**config.mk**
```make
export PLATFORM = sky130hd
export DESIGN_NAME = npcm_cell
export DESIGN_NICKNAME = d
export VERILOG_FILES = /design/src/rtl/core/assert_macros.svh /design/src/rtl/core/npcm_pkg.sv /design/src/rtl/core/npcm_cell.sv
export SDC_FILE = /design/constraint.sdc
export NUM_CORES = 1
export LEC_CHECK = 0
export ABC_CLOCK_PERIOD_IN_PS = 3800
export BUFFER_PORTS_ARGS = -buffer_cell sky130_fd_sc_hd__buf_2
export CAP_MARGIN = 20
export CORE_ASPECT_RATIO = 1.4
export CORE_MARGIN = 1.5
export CORE_UTILIZATION = 55
export DETAILED_ROUTE_END_ITERATION = 6
export HOLD_SLACK_MARGIN = 0.05
export PLACE_DENSITY = 0.75
export SLEW_MARGIN = 40
export SYNTH_ARGS = -nofsm -noshare
export SYNTH_HDL_FRONTEND = slang
export SYNTH_SLANG_ARGS = --single-unit
```
**constraint.sdc**
```tcl
create_clock -name clk_i -period 3.8 [get_ports clk_i]
set_input_delay 0.38 -clock clk_i [delete_from_list [all_inputs] [get_ports clk_i]]
set_output_delay 0.38 -clock clk_i [all_outputs]
set_load 0.01 [all_outputs]
```
**src/rtl/core/assert_macros.svh**
```systemverilog
// assertion macros used by the rtl
// no dependencies; included by files that carry assertions
`ifndef ASSERT_MACROS_SVH
`define ASSERT_MACROS_SVH

`ifndef ASSERT_OFF

`define ASSERT_PROP(label, clk, rst_n, prop) \
  label: assert property (@(posedge clk) disable iff (!rst_n) prop) \
    else $error("assertion failed");

`define ASSERT_NEVER(label, clk, rst_n, cond) \
  label: assert property (@(posedge clk) disable iff (!rst_n) !(cond)) \
    else $error("forbidden condition seen");

`else

`define ASSERT_PROP(label, clk, rst_n, prop)

`define ASSERT_NEVER(label, clk, rst_n, cond)

`endif

`endif

```
**src/rtl/core/npcm_pkg.sv**
```systemverilog
// types, widths and palette rom for the nearest palette color match
// no dependencies
`default_nettype none

package npcm_pkg;

  localparam int ROM_COUNT = 41;
  localparam int INDEX_W   = 6;
  localparam int DIST_W    = 20;
  localparam int CHAN_W    = 8;
  localparam int SQ_W      = 16;

  localparam logic [INDEX_W-1:0] RESET_PALETTE_SIZE = 6'd40;
  localparam logic [DIST_W-1:0]  MAX_DIST           = 20'd585225;

  localparam logic [23:0] PALETTE_ROM [ROM_COUNT] = '{
    24'h000000, 24'hFF0000, 24'h00FF00, 24'hFFFF00,
    24'h0000FF, 24'hFF00FF, 24'hC0C0C0, 24'hFFFFFF,
    24'hFFFF00, 24'h800000, 24'hC0FF00, 24'h8B4513,
    24'h000080, 24'hF19CBB, 24'h008080, 24'hFFFFFF,
    24'h080808, 24'h121212, 24'h1C1C1C, 24'h262626,
    24'h303030, 24'h3A3A3A, 24'h444444, 24'h4E4E4E,
    24'h585858, 24'h626262, 24'h6C6C6C, 24'h767676,
    24'h808080, 24'h8A8A8A, 24'h949494, 24'h9E9E9E,
    24'hA8A8A8, 24'hB2B2B2, 24'hBCBCBC, 24'hC6C6C6,
    24'hD0D0D0, 24'hDADADA, 24'hE4E4E4, 24'hEEEEEE,
    24'hF8F8F8
  };

  typedef struct packed {
    logic               valid;
    logic [CHAN_W-1:0]  red;
    logic [CHAN_W-1:0]  green;
    logic [CHAN_W-1:0]  blue;
    logic               blank;
    logic [INDEX_W-1:0] best_idx;
    logic [DIST_W-1:0]  best_dist;
  } token_t;

endpackage

`default_nettype wire

```
**src/rtl/core/npcm_cell.sv**
```systemverilog
// one palette cell: distance to its rom color, running minimum, hand-off
// depends on npcm_pkg
`default_nettype none

module npcm_cell import npcm_pkg::*; #(
  parameter int CELL_INDEX = 0
) (
  input  wire logic               clk_i,
  input  wire logic               rst_ni,
  input  wire logic [INDEX_W-1:0] palette_size_i,
  input  wire token_t             token_i,
  output token_t                  token_o
);

  localparam logic [23:0]        COLOR  = PALETTE_ROM[CELL_INDEX];
  localparam logic [INDEX_W-1:0] MY_IDX = INDEX_W'(CELL_INDEX);
  localparam logic               FIRST  = (CELL_INDEX == 0);

  logic [CHAN_W-1:0] dr, dg, db;
  logic [SQ_W-1:0]   sq_r_d, sq_g_d, sq_b_d;
  logic [SQ_W-1:0]   sq_r_q, sq_g_q, sq_b_q;
  token_t            mid_q;
  token_t            out_d, out_q;
  logic [DIST_W-1:0] dist_sum;
  logic              take;

  always_comb begin
    dr = (token_i.red > COLOR[23:16]) ? token_i.red - COLOR[23:16]
                                      : COLOR[23:16] - token_i.red;
    dg = (token_i.green > COLOR[15:8]) ? token_i.green - COLOR[15:8]
                                       : COLOR[15:8] - token_i.green;
    db = (token_i.blue > COLOR[7:0]) ? token_i.blue - COLOR[7:0]
                                     : COLOR[7:0] - token_i.blue;
    sq_r_d = {8'd0, dr} * {8'd0, dr};
    sq_g_d = {8'd0, dg} * {8'd0, dg};
    sq_b_d = {8'd0, db} * {8'd0, db};
  end

  always_ff @(posedge clk_i or negedge rst_ni) begin
    if (!rst_ni) begin
      mid_q <= '0;
    end else begin
      mid_q <= token_i;
    end
  end

  always_ff @(posedge clk_i) begin
    sq_r_q <= sq_r_d;
    sq_g_q <= sq_g_d;
    sq_b_q <= sq_b_d;
  end

  // 2*r^2 + 4*g^2 + 3*b^2
  always_comb begin
    dist_sum = {3'd0, sq_r_q, 1'b0} + {2'd0, sq_g_q, 2'b00}
             + {4'd0, sq_b_q} + {3'd0, sq_b_q, 1'b0};
    take = FIRST || ((MY_IDX < palette_size_i) && (dist_sum < mid_q.best_dist));
    out_d = mid_q;
    if (take) begin
      out_d.best_idx  = MY_IDX + INDEX_W'(1);
      out_d.best_dist = dist_sum;
    end
  end

  always_ff @(posedge clk_i or negedge rst_ni) begin
    if (!rst_ni) begin
      out_q <= '0;
    end else begin
      out_q <= out_d;
    end
  end

  assign token_o = out_q;

endmodule

`default_nettype wire

```
==> results.md <==
* Status: finished with violations
* Failing checks: setup timing
* Final min period at about 4500 ps
* Worst Hold End: mid_q[26]
* Std-Cell Rows at between 50 and 60
* Vias in the first global route at around 7.8k
* Post-synth cell types at 58
* Req. time, crit path at about 4200 ps
* Routed wire length at about 23 mm
* Layout cells sized above 1 at a little under two fifths
* N_diodes at 0
* Syn avg cell area at about 10 sq um
* Post-synthesis sequential area ratio at between 30% and 40%
* Predominant post-synthesis flop cell: dfrtp_1
* Vias/cell at about 5.2
* Placement Setup Slack at -1075 ps
* Worst ir drop on vdd at slightly above 1000 uV
* Yosys warning count at 0
* Relative slew slack at 55.83%
* Min-Delay Path Class: primary input to flip-flop
* Die height at roughly 150 um
* Worst-Margin Slew at between 600 and 700 ps
* Final number of hold-violating endpoints at 0
* H-tree depth at 4
* DR pass1 iterations at 6
* Final Net Count at approximately 1.4k
* Slew Viols, Final at 0
* DR vias at a little over 7k
* Routed WL per cell at ~17 um
* PortBufs at 74
* Clock Path Buffers at 2
* CP arrival at 4860 ps
* Die area at around 17000 sq um
* Residual DRC at 0
* DP Cell Count at approximately 1.3k
* Util after Layout at 78.21%
* Worst-case reg-to-reg path depth at 9
* Asr flop ratio synth at 61.86%
* Count of state elements after synthesis at between 100 and 150
* Worst Clk Skew at 11.01 ps
* Root buf cell: clkbuf_16
* GRT Resource Usage Total at between 20% and 30%
* Sink Count at roughly 120
* Dpl hpwl at between 15 and 20 mm
* Worst R2R End: token_o[16]
* Post-Syn Instances at between 800 and 900
* Later-pin clock latency in the skew report at ~420 ps
* Reg-to-reg slack, setup at around 350 ps
* Worst-path clk slew at approximately 60 ps
* Initial Util at 56.22%
* Peak Freq at between 0.2 and 0.25 GHz
* RSZ-0062 raised after global routing: true
* Final worst path period share at 118.7%
* CP endpoint kind: flip-flop
* Ports at ~110
* R2R Path Start: sq_b_q[6]
* Hold path startpoint: token_i[26]
* Grt ovf at 0
* Commonest cells after routing, fill and taps aside: 156 x buf_4, 144 x inv_1, 93 x fa_1
* CP Launch Type: primary input
* Pwr dens at slightly above 1000 nW/um^2
* Largest net degree at the start of global routing at between 70 and 80
* Max Cap Viol at 0
* Post-synth EDFFs at 0
* Most common cell after layout, fill and taps aside: buf_4
* Post-Syn Area at around 9000 sq um
* P_leak at about 6.4 nW
* Detail Route Antenna Nets at 0
* Setup CP Type: primary input to flip-flop
* DIE WIDTH at between 100 and 150 um
* First-pass GRT wire length at around 36 mm
* Hold Path Cell Cnt at 1
* CORE AREA at between 15000 and 20000 sq um
* Final setup violation count at 27
* CTS tree: built
* Gpl congestion at ~0.85
* Fin cells at 1348
* Initial DRC Count at 305
* Pwr Total at ~0.013 W
* CTS buffer count at 17
* Min setup slack post-route at -712.3 ps
* Post-synthesis to final-layout area growth at 39.10%
* Initial antenna violation count at 0
* CP Max Fanout at 3
cell families (layout without fill, tap and decap cells):
family                     Yosys count  count (layout)  share of synthesized area, %
xor gates and xnor gates            59              59                         5.708
muxes                                5               5                        0.5528
buffers and inverters              180             456                         7.684
AOI/OAI and AO/OA                  116             116                         8.706
other                                2              11                       0.08295
adders and majority gates          213             213                         37.98
and+or+nand+nor                    171             171                         9.163
DFF                                118             118                         30.13
cell type report:
type,count,area [sq um]
flip-flops and latches,118,2728
clock inverters,15,226.5
fillers,915,3510
multi-input cells,575,6426
repair buffers,254,1883
well taps,199,249.0
clock buffers,17,425.4
inverters,170,655.6
report_power, final:
| part | switching [W] | internal, W |
|---|---|---|
| clock network | 0.000674 | 0.00113 |
| logic | 0.00514 | 0.00423 |
| registers | 0.000193 | 0.00169 |
| total | 0.00601 | 0.00705 |
critical path, stage by stage:
cell        delay, ps
buf_6             100
clkinvlp_4         90
ha_4              130
nor4b_4           210
nand2_2           130
buf_6             140
mux2i_4           280
nor2_4             80
fa_1              490
fa_1              550
inv_1              50
fa_1              460
fa_1              550
inv_2              70
ha_4              260
a2111oi_4         360
a21oi_2           100
a221oi_2          250
xor2_1            170
how the worst max path moves through the flow:
stage,startpoint,to,slack (ps),depth (start not counted)
6_report,token_i[44],sq_r_q[15],-710,19
5_1_grt,token_i[44],sq_r_q[15],-860,20
4_1_cts,token_i[27],sq_b_q[15],-610,22
3_5_place_dp,token_i[37],sq_g_q[12],-1070,20
3_3_place_gp,token_i[27],sq_b_q[15],-950,22
2_1_floorplan,token_i[27],sq_b_q[15],-800,21
synthesized netlist by cell type, drive strengths merged (2+ instances only):
cell	count	area, sq um
inv	170	638.1
ha	110	1376
fa	103	2062
dfrtp	73	1827
nor2	69	259.0
dfxtp	45	900.9
a21oi	40	215.2
xnor2	38	332.8
nand2	29	108.9
and2	28	175.2
xor2	21	183.9
o21ai	19	98.85
a21o	18	135.1
nor3	9	45.04
nand3	7	35.03
buf	6	42.54
nand2b	6	37.54
nor2b	6	45.04
o21a	6	45.04
o21bai	6	45.04
mux2i	5	50.05
o211ai	5	42.54
clkbuf	4	15.01
nand4	4	25.02
a2111oi	3	38.79
a211o	2	17.52
a211oi	2	15.01
a31o	2	17.52
a31oi	2	12.51
conb	2	7.510
nor4	2	12.51
o221ai	2	23.77
o22ai	2	12.51
or3	2	12.51
registers in the layout, summed over array words and instances, names as in the netlist:
| name | cells |
|---|---|
| sq_b_q | 15 |
| sq_r_q | 15 |
| mid_q | 26 |
| sq_g_q | 15 |
| token_o | 47 |
repair_timing:
action                                  4_1_cts  5_1_grt
hold endpoints to repair                     73        1
endpoints found under the setup margin       26       31
hold buffers                                  1        1
pin swaps                                    72       58
resized for setup                            68       52
buffers inserted                             19       11
layer usage:
| layer | vias up | wire (um) | track usage, % |
|---|---|---|---|
| met5 | - | 0 | 0 |
| met4 | 0 | 927 | 11.27 |
| met3 | 69 | 830 | 3.958 |
| met2 | 200 | 12840 | 50.42 |
| met1 | 3525 | 8340 | 27.66 |
| li1 | 3282 | - | - |
metrics by stage:
step / instance area [sq um] / hold slack [ps] / TNS, ps
floorplan: 9475 / 84.41 / -12040
global placement: 11200 / 331.5 / -20580
detailed placement: 11200 / 335.6 / -22960
CTS: 12230 / 50.99 / -9215
global route: 12590 / 51.48 / -15920
finish: 12590 / 58.62 / -11680
Power figures use the tool's default switching activity.
